`src/design/mexp_pkg.sv`:
```
// shared constants of the modular exponentiation block
`default_nettype none

package mexp_pkg;

    // default operand width in bits
    localparam int unsigned DEF_WIDTH = 16;

endpackage

`default_nettype wire

```
`src/design/modular_exponentiation.sv`:
```
// top level: modular exponentiation by left-to-right square-and-multiply
//
// channel   dir  handshake                        payload
// s_axis    in   s_axis_tvalid / s_axis_tready    tdata: message, exponent, modulus
// m_axis    out  m_axis_tvalid / m_axis_tready    tdata: result; tuser: bad_modulus
//
// one transaction at a time; a nonzero modulus and exponent take one
// reduction of the message plus one squaring per exponent bit and one
// multiply per set bit, each a pass of the bit-serial multiplier
// zero modulus or zero exponent skip the multiplier
// reset clears control only; a finished result waits in the output register
// while the next transaction is taken in
`default_nettype none

module modular_exponentiation #(
    parameter int unsigned WIDTH = mexp_pkg::DEF_WIDTH
) (
    input  wire logic                                clk,
    input  wire logic                                rst_n,
    input  wire logic                                s_axis_tvalid,
    output logic                                     s_axis_tready,
    // message, exponent, modulus, from bit 0 up, zero padded to bytes
    input  wire logic [((3*WIDTH+7)/8)*8-1:0]        s_axis_tdata,
    output logic                                     m_axis_tvalid,
    input  wire logic                                m_axis_tready,
    // result, zero padded to bytes
    output logic      [((WIDTH+7)/8)*8-1:0]          m_axis_tdata,
    // bad_modulus
    output logic                                     m_axis_tuser
);

    localparam int unsigned OTW = ((WIDTH + 7) / 8) * 8;
    localparam int unsigned CW  = $clog2(WIDTH + 1);

    // sequencer states
    localparam logic [2:0] ST_IDLE = 3'd0;
    localparam logic [2:0] ST_BASE = 3'd1;   // message reduced mod n
    localparam logic [2:0] ST_SQR  = 3'd2;   // squaring of the accumulator
    localparam logic [2:0] ST_MUL  = 3'd3;   // multiply by the reduced base
    localparam logic [2:0] ST_DONE = 3'd4;   // result waits for the output register

    logic [2:0]       state_reg, state_next;
    logic [WIDTH-1:0] exp_reg, exp_next;     // exponent, shifted left per bit
    logic [WIDTH-1:0] mod_reg, mod_next;
    logic [WIDTH-1:0] base_reg, base_next;
    logic [WIDTH-1:0] res_reg, res_next;
    logic             bad_reg, bad_next;
    logic [CW-1:0]    bits_reg, bits_next;   // exponent bits still to go

    logic             mm_start_reg, mm_start_next;
    logic [WIDTH-1:0] mm_a_reg, mm_a_next;
    logic [WIDTH-1:0] mm_b_reg, mm_b_next;
    logic             mm_done;
    logic [WIDTH-1:0] mm_product;

    logic [WIDTH-1:0] out_data_reg;
    logic             out_bad_reg;
    logic             out_valid_reg;

    logic [WIDTH-1:0] in_msg;
    logic [WIDTH-1:0] in_exp;
    logic [WIDTH-1:0] in_mod;
    logic             in_fire;
    logic             out_load;

    assign in_msg  = s_axis_tdata[WIDTH-1:0];
    assign in_exp  = s_axis_tdata[2*WIDTH-1:WIDTH];
    assign in_mod  = s_axis_tdata[3*WIDTH-1:2*WIDTH];
    assign s_axis_tready = (state_reg == ST_IDLE);
    assign in_fire = s_axis_tvalid && s_axis_tready;

    // output register takes the result once it is free or being drained
    assign out_load = (state_reg == ST_DONE) && (!out_valid_reg || m_axis_tready);

    mexp_mulmod #(
        .WIDTH (WIDTH)
    ) u_mulmod (
        .clk     (clk),
        .rst_n   (rst_n),
        .start   (mm_start_reg),
        .a       (mm_a_reg),
        .b       (mm_b_reg),
        .n       (mod_reg),
        .done    (mm_done),
        .product (mm_product)
    );

    always_comb
    begin
        state_next    = state_reg;
        exp_next      = exp_reg;
        mod_next      = mod_reg;
        base_next     = base_reg;
        res_next      = res_reg;
        bad_next      = bad_reg;
        bits_next     = bits_reg;
        mm_start_next = 1'b0;
        mm_a_next     = mm_a_reg;
        mm_b_next     = mm_b_reg;

        case (state_reg)
            ST_IDLE:
            begin
                if (in_fire)
                begin
                    exp_next  = in_exp;
                    mod_next  = in_mod;
                    bits_next = CW'(WIDTH);
                    bad_next  = 1'b0;
                    if (in_mod == '0)
                    begin
                        res_next   = '0;
                        bad_next   = 1'b1;
                        state_next = ST_DONE;
                    end
                    else if (in_exp == '0)
                    begin
                        // one, left unreduced even for a modulus of one
                        res_next   = WIDTH'(1);
                        state_next = ST_DONE;
                    end
                    else
                    begin
                        // 1 * message mod n reduces the message
                        mm_start_next = 1'b1;
                        mm_a_next     = WIDTH'(1);
                        mm_b_next     = in_msg;
                        // accumulator starts at 1 mod n
                        res_next      = (in_mod == WIDTH'(1)) ? '0 : WIDTH'(1);
                        state_next    = ST_BASE;
                    end
                end
            end
            ST_BASE:
            begin
                if (mm_done)
                begin
                    base_next     = mm_product;
                    mm_start_next = 1'b1;
                    mm_a_next     = res_reg;
                    mm_b_next     = res_reg;
                    state_next    = ST_SQR;
                end
            end
            ST_SQR:
            begin
                if (mm_done)
                begin
                    res_next = mm_product;
                    if (exp_reg[WIDTH-1])
                    begin
                        mm_start_next = 1'b1;
                        mm_a_next     = mm_product;
                        mm_b_next     = base_reg;
                        state_next    = ST_MUL;
                    end
                    else
                    begin
                        exp_next  = {exp_reg[WIDTH-2:0], 1'b0};
                        bits_next = bits_reg - 1'b1;
                        if (bits_reg == CW'(1))
                        begin
                            state_next = ST_DONE;
                        end
                        else
                        begin
                            mm_start_next = 1'b1;
                            mm_a_next     = mm_product;
                            mm_b_next     = mm_product;
                        end
                    end
                end
            end
            ST_MUL:
            begin
                if (mm_done)
                begin
                    res_next  = mm_product;
                    exp_next  = {exp_reg[WIDTH-2:0], 1'b0};
                    bits_next = bits_reg - 1'b1;
                    if (bits_reg == CW'(1))
                    begin
                        state_next = ST_DONE;
                    end
                    else
                    begin
                        mm_start_next = 1'b1;
                        mm_a_next     = mm_product;
                        mm_b_next     = mm_product;
                        state_next    = ST_SQR;
                    end
                end
            end
            ST_DONE:
            begin
                if (out_load)
                begin
                    state_next = ST_IDLE;
                end
            end
            default:
            begin
                state_next = ST_IDLE;
            end
        endcase
    end

    // control state
    always_ff @(posedge clk or negedge rst_n)
    begin
        if (!rst_n)
        begin
            state_reg     <= ST_IDLE;
            mm_start_reg  <= 1'b0;
            out_valid_reg <= 1'b0;
        end
        else
        begin
            state_reg    <= state_next;
            mm_start_reg <= mm_start_next;
            if (out_load)
            begin
                out_valid_reg <= 1'b1;
            end
            else if (m_axis_tready)
            begin
                out_valid_reg <= 1'b0;
            end
        end
    end

    // payload
    always_ff @(posedge clk)
    begin
        exp_reg  <= exp_next;
        mod_reg  <= mod_next;
        base_reg <= base_next;
        res_reg  <= res_next;
        bad_reg  <= bad_next;
        bits_reg <= bits_next;
        mm_a_reg <= mm_a_next;
        mm_b_reg <= mm_b_next;
        if (out_load)
        begin
            out_data_reg <= res_reg;
            out_bad_reg  <= bad_reg;
        end
    end

    assign m_axis_tvalid = out_valid_reg;
    assign m_axis_tdata  = OTW'(out_data_reg);
    assign m_axis_tuser  = out_bad_reg;

endmodule

`default_nettype wire

```
`src/design/mexp_mulmod.sv`:
```
// bit-serial modular multiplier, one multiplier bit per cycle, msb first
`default_nettype none

module mexp_mulmod #(
    parameter int unsigned WIDTH = mexp_pkg::DEF_WIDTH
) (
    input  wire logic             clk,
    input  wire logic             rst_n,
    input  wire logic             start,
    input  wire logic [WIDTH-1:0] a,        // must be below n, latched at start
    input  wire logic [WIDTH-1:0] b,        // latched at start
    input  wire logic [WIDTH-1:0] n,        // nonzero, held by the caller during the run
    output logic                  done,
    output logic      [WIDTH-1:0] product
);

    localparam int unsigned CW = $clog2(WIDTH + 1);
    localparam int unsigned SW = WIDTH + 3;

    logic [WIDTH-1:0] acc_reg, acc_next;
    logic [WIDTH-1:0] a_reg;
    logic [WIDTH-1:0] b_reg;
    logic [CW-1:0]    cnt_reg;
    logic             busy_reg;
    logic             done_reg;

    logic [SW-1:0] sum;
    logic [SW-1:0] diff1;
    logic [SW-1:0] diff2;

    // 2*acc + bit*a stays below 3n, so subtract n or 2n at most
    always_comb
    begin
        sum   = {2'b00, acc_reg, 1'b0} + (b_reg[WIDTH-1] ? {3'b000, a_reg} : '0);
        diff1 = sum - {3'b000, n};
        diff2 = sum - {2'b00, n, 1'b0};
        if (!diff2[SW-1])
        begin
            acc_next = diff2[WIDTH-1:0];
        end
        else if (!diff1[SW-1])
        begin
            acc_next = diff1[WIDTH-1:0];
        end
        else
        begin
            acc_next = sum[WIDTH-1:0];
        end
    end

    always_ff @(posedge clk or negedge rst_n)
    begin
        if (!rst_n)
        begin
            busy_reg <= 1'b0;
            done_reg <= 1'b0;
            cnt_reg  <= '0;
        end
        else
        begin
            done_reg <= 1'b0;
            if (start)
            begin
                busy_reg <= 1'b1;
                cnt_reg  <= CW'(WIDTH);
            end
            else if (busy_reg)
            begin
                cnt_reg <= cnt_reg - 1'b1;
                if (cnt_reg == CW'(1))
                begin
                    busy_reg <= 1'b0;
                    done_reg <= 1'b1;
                end
            end
        end
    end

    always_ff @(posedge clk)
    begin
        if (start)
        begin
            acc_reg <= '0;
            a_reg   <= a;
            b_reg   <= b;
        end
        else if (busy_reg)
        begin
            acc_reg <= acc_next;
            b_reg   <= {b_reg[WIDTH-2:0], 1'b0};
        end
    end

    assign done    = done_reg;
    assign product = acc_reg;

endmodule

`default_nettype wire

```
`config.mk`:
```
export PLATFORM = sky130hd
export DESIGN_NAME = modular_exponentiation
export DESIGN_NICKNAME = d
export VERILOG_FILES = /design/src/design/mexp_pkg.sv /design/src/design/modular_exponentiation.sv /design/src/design/mexp_mulmod.sv
export SDC_FILE = /design/constraint.sdc
export NUM_CORES = 1
export LEC_CHECK = 0
export BUFFER_PORTS_ARGS = -buffer_cell sky130_fd_sc_hd__buf_4
export CAP_MARGIN = 20
export CORE_UTILIZATION = 54
export CTS_BUF_LIST = sky130_fd_sc_hd__clkbuf_8
export DETAILED_ROUTE_END_ITERATION = 8
export PLACE_DENSITY = 0.73
export REMOVE_ABC_BUFFERS = 1
export SLEW_MARGIN = 20
export SYNTH_ARGS = -nofsm -noshare
export SYNTH_HDL_FRONTEND = slang
export SYNTH_SLANG_ARGS = --single-unit
```
`constraint.sdc`:
```
create_clock -name clk -period 7.58 [get_ports clk]
set_clock_uncertainty 0.15 [all_clocks]
set_input_delay 0.758 -clock clk [delete_from_list [all_inputs] [get_ports clk]]
set_output_delay 0.758 -clock clk [all_outputs]
set_load 0.01 [all_outputs]
```
==> run_summary.xml <==
<?xml version="1.0" encoding="UTF-8"?>
<metrics>
  <group name="setup_path">
    <metric name="critical-path-max-stage-delay" unit="ns">0.61</metric>
    <metric name="timing.critical_path.fanout_max" unit="">16</metric>
    <metric name="regToRegEndpoint" unit="">u_mulmod.product[15]$_SDFFE_PP0P_</metric>
    <metric name="worst_ep_required_time" unit="ns">7.81</metric>
    <metric name="path_buf_inv" unit="">1</metric>
    <metric name="timing.critical_path.from_type" unit="">flip-flop</metric>
    <metric name="cp_slowest_cell" unit="">edfxtp_1</metric>
    <metric name="ff2ff_path_depth" unit="">17</metric>
    <metric name="timing.reg2reg.setup_slack" unit="ns">2.56</metric>
    <metric name="data_arrival_critical_path" unit="ns">5.25</metric>
    <metric name="cpLargestDelayFamily" unit="">compound AO/OA/AOI/OAI gates</metric>
    <metric name="r2r-start" unit="">u_mulmod.b_reg[15]$_DFFE_PP_</metric>
    <metric name="critical_path.cell_chain" unit="">and2_1 &gt; ha_1 &gt; inv_1 &gt; fa_1 &gt; nand2b_1 &gt; a21oi_2 &gt; nor2_1 &gt; xnor2_1 &gt; ha_1 &gt; a21oi_1 &gt; o211ai_1 &gt; a21boi_2 &gt; a21oi_2 &gt; a41oi_4 &gt; nand2_1 &gt; a311o_1 &gt; a311oi_1</metric>
    <metric name="crit_path_end_kind" unit="">flip-flop</metric>
    <metric name="crit_path_category" unit="">flip-flop to flip-flop</metric>
  </group>
  <group name="final_layout">
    <metric name="ff_latch_area" unit="um^2">5160</metric>
    <metric name="antennaDiodeCount" unit="">0</metric>
    <metric name="num-nets-final" unit="">1020</metric>
    <metric name="final.fill_count" unit="">1473</metric>
    <metric name="post_route_cells_drive_above_1_share" unit="">0.170</metric>
    <metric name="area.growth.synth_to_final" unit="%">11.7</metric>
    <metric name="multi_input_logic_area" unit="um^2">4390</metric>
  </group>
  <group name="synthesis">
    <metric name="yosys_register_bits" unit="">179</metric>
    <metric name="synth_top_area_share" unit="">0.459</metric>
    <metric name="syn_inst" unit="">851</metric>
    <metric name="synth_top_flop_cell" unit="">edfxtp_1</metric>
    <metric name="synthDominantAreaCellType" unit="">edfxtp_1</metric>
    <metric name="netlist_area" unit="um^2">9880</metric>
    <metric name="async_reset_ff_frac" unit="">0.0670</metric>
    <metric name="synth_sequential_area_ratio" unit="">0.522</metric>
    <metric name="synthesized_area_divided_by_synthesized_cell_count" unit="um^2">11.6</metric>
    <metric name="synth_cell_type_count" unit="">87</metric>
    <metric name="synth_enable_flop_cells" unit="">151</metric>
    <metric name="synth_warnings" unit="">0</metric>
    <metric name="yosys-top-cells-area" unit="">edfxtp_1 46%, ha_1 6.5%, dfxtp_1 3.2%</metric>
  </group>
  <group name="clocking">
    <metric name="tritoncts_clock_tree" unit="">done</metric>
    <metric name="number_of_clock_sinks" unit="">179</metric>
    <metric name="clk_pin_slew" unit="ns">0.10</metric>
    <metric name="clock_network_latency_to_the_later_pin_of_the_worst_skew_pair" unit="ns">0.47</metric>
    <metric name="post_cts_resize_count" unit="">0</metric>
    <metric name="cts_buffers" unit="">17</metric>
    <metric name="cts_root_buffer" unit="">clkbuf_8</metric>
    <metric name="max-clock-path-buffers" unit="">2</metric>
    <metric name="cts_post_setup_buffers_inserted" unit="">0</metric>
    <metric name="ctsHoldBuffers" unit="">1</metric>
    <metric name="cts.htree.levels" unit="">4</metric>
  </group>
  <group name="min_path">
    <metric name="holdPathStages" unit="">0</metric>
    <metric name="destination_of_the_worst_hold_path" unit="">u_mulmod.a_reg[1]$_DFFE_PP_</metric>
    <metric name="worst_hold_path_type" unit="">flip-flop to flip-flop</metric>
    <metric name="worst_hold_startpoint" unit="">mm_a_reg[1]$_DFFE_PP_</metric>
  </group>
  <group name="global_route">
    <metric name="first_global_vias" unit="">6710</metric>
    <metric name="grt.total_usage" unit="">0.241</metric>
    <metric name="grt_antenna_before_repair" unit="">0</metric>
    <metric name="largest_net_degree_at_the_start_of_global_routing" unit="">57</metric>
    <metric name="overflow" unit="">0</metric>
    <metric name="grt_pass1_wl" unit="um">34600</metric>
  </group>
  <group name="timing">
    <metric name="hold_viol" unit="">0</metric>
    <metric name="fin_setup_tns" unit="ns">0</metric>
    <metric name="slew_viol_final" unit="">0</metric>
    <metric name="setup-violations-final" unit="">0</metric>
    <metric name="transition_time_at_the_pin_with_the_least_slew_margin" unit="ns">1.08</metric>
    <metric name="max_clock_freq" unit="GHz">0.199</metric>
    <metric name="rsz_0062_raised_after_global_routing" unit="">no</metric>
    <metric name="layout_min_cycle_time" unit="ns">5.02</metric>
    <metric name="period_share" unit="">0.662</metric>
    <metric name="slew_headroom" unit="">0.283</metric>
  </group>
  <group name="run_status">
    <metric name="outcome" unit="">completed</metric>
  </group>
  <group name="drt">
    <metric name="route.final.wire_length" unit="um">22000</metric>
    <metric name="ant_nets" unit="">0</metric>
    <metric name="detail_route.drc_violations" unit="">0</metric>
    <metric name="vias" unit="">7090</metric>
    <metric name="dr.pass1.iters" unit="">6</metric>
    <metric name="detailedRoute.firstIterationViolations" unit="">664</metric>
    <metric name="avgRoutedWirePerCell" unit="um">19.0</metric>
    <metric name="via_per_inst" unit="">6.13</metric>
  </group>
  <group name="placement">
    <metric name="dp.final_hpwl" unit="um">15600</metric>
    <metric name="port_buffers" unit="">70</metric>
    <metric name="place.gp.congestion" unit="">0.861</metric>
  </group>
  <group name="flow_run">
    <metric name="maxCapViolCount" unit="">0</metric>
  </group>
  <group name="floorplanning">
    <metric name="die-area" unit="um^2">18800</metric>
    <metric name="ios" unit="">71</metric>
    <metric name="floorplan.die.width" unit="um">137</metric>
    <metric name="die_h" unit="um">137</metric>
    <metric name="floorplan.initialDensity" unit="">0.550</metric>
    <metric name="floorplan.core_area" unit="um^2">18000</metric>
    <metric name="core.rowCount" unit="">49</metric>
  </group>
  <group name="pwr">
    <metric name="post_layout_total_power" unit="mW">1.75</metric>
    <metric name="vdd_ir_drop_max" unit="mV">0.116</metric>
    <metric name="power_per_cell_area" unit="nW/um^2">159</metric>
    <metric name="cellLeakagePower" unit="nW">4.25</metric>
  </group>
</metrics>
where the power goes:
group / internal [mW] / total, mW / switching (mW) / leakage (nW)
combinational: 0.0207 / 0.0306 / 0.00983 / 2.36
sequential: 1.05 / 1.05 / 0.0000000000000000140 / 1.69
clock: 0.276 / 0.670 / 0.394 / 0.195
placed cells by master, fill, tap and decap left out, types with 14 or more instances in the layout:
| cell type | instances |
|---|---|
| mux2i_1 | 20 |
| edfxtp_1 | 151 |
| clkbuf_8 | 17 |
| mux2_2 | 15 |
| o21ai_0 | 37 |
| and2_1 | 36 |
| a21oi_1 | 44 |
| ha_1 | 51 |
| nor2_1 | 63 |
| dfxtp_1 | 16 |
| a22o_1 | 14 |
| nand2_1 | 38 |
| inv_1 | 50 |
| xnor2_1 | 18 |
| xor2_1 | 16 |
| buf_4 | 78 |
| a222oi_1 | 30 |
final cells by class:
type                       instances  area share
multi-input combinational        586       0.397
inverter                          50      0.0170
sequential                       179       0.467
tap                              229      0.0259
clock inverter                    15      0.0152
timing repair buffer              80      0.0564
clock buffer                      17      0.0212
stage by stage:
step | worst slack, ns | hold WS, ns | cell area, um^2 | utilization | instances
2_1_floorplan | 3.20 | 0.250 | 9710 | - | 815
3_3_place_gp | 2.76 | 0.281 | 10600 | 0.590 | 1121
3_5_place_dp | 2.61 | 0.267 | 10600 | 0.590 | 1122
4_1_cts | 2.58 | 0.286 | 11000 | 0.613 | 1155
5_1_grt | 2.18 | 0.288 | 11000 | 0.615 | 1156
6_report | 2.56 | 0.307 | 11000 | 0.615 | 1156
synthesized netlist by cell type (8+ instances only):
master / instances
inv_1: 50
nor2_1: 64
nor2b_1: 10
nand2_1: 38
edfxtp_1: 151
a22o_1: 14
a222oi_1: 30
o21a_1: 11
xnor2_1: 18
o21ai_0: 37
mux2i_1: 20
dfrtp_1: 12
ha_1: 51
and3_1: 9
a21oi_1: 45
dfxtp_1: 16
a311oi_1: 8
mux2_2: 15
and2_1: 36
nor3_1: 10
a21o_1: 13
a311o_1: 8
xor2_1: 16
nor4_1: 10
clkbuf_1: 26
nand2b_1: 13
cell families (layout without fill, tap and decap cells):
kind of cell,after synthesis,count (layout),synth area share
compound gates,237,237,0.184
simple gates,226,226,0.119
flops,179,179,0.522
buf+inv,86,162,0.0368
fa+ha+maj,54,54,0.0706
mux,35,35,0.0373
xor+xnor,34,34,0.0301
per-layer routing:
layer	GRT usage	vias up	wire length [um]
met1	0.326	3422	9610
li1	-	3398	-
met2	0.391	240	10900
met5	0	-	0
met3	0.0408	30	1130
met4	0.0873	0	375
how the worst max path moves through the flow:
stage                                      start                                end  cells past startpoint
finish              u_mulmod.b_reg[15]$_DFFE_PP_  u_mulmod.product[15]$_SDFFE_PP0P_                     17
global route        u_mulmod.b_reg[15]$_DFFE_PP_  u_mulmod.product[15]$_SDFFE_PP0P_                     17
CTS                 u_mulmod.b_reg[15]$_DFFE_PP_  u_mulmod.product[15]$_SDFFE_PP0P_                     17
detailed placement  u_mulmod.b_reg[15]$_DFFE_PP_  u_mulmod.product[15]$_SDFFE_PP0P_                     17
global placement    u_mulmod.b_reg[15]$_DFFE_PP_  u_mulmod.product[15]$_SDFFE_PP0P_                     16
floorplan           u_mulmod.b_reg[15]$_DFFE_PP_  u_mulmod.product[15]$_SDFFE_PP0P_                     16
No activity file was read; power rests on OpenSTA's default activity.
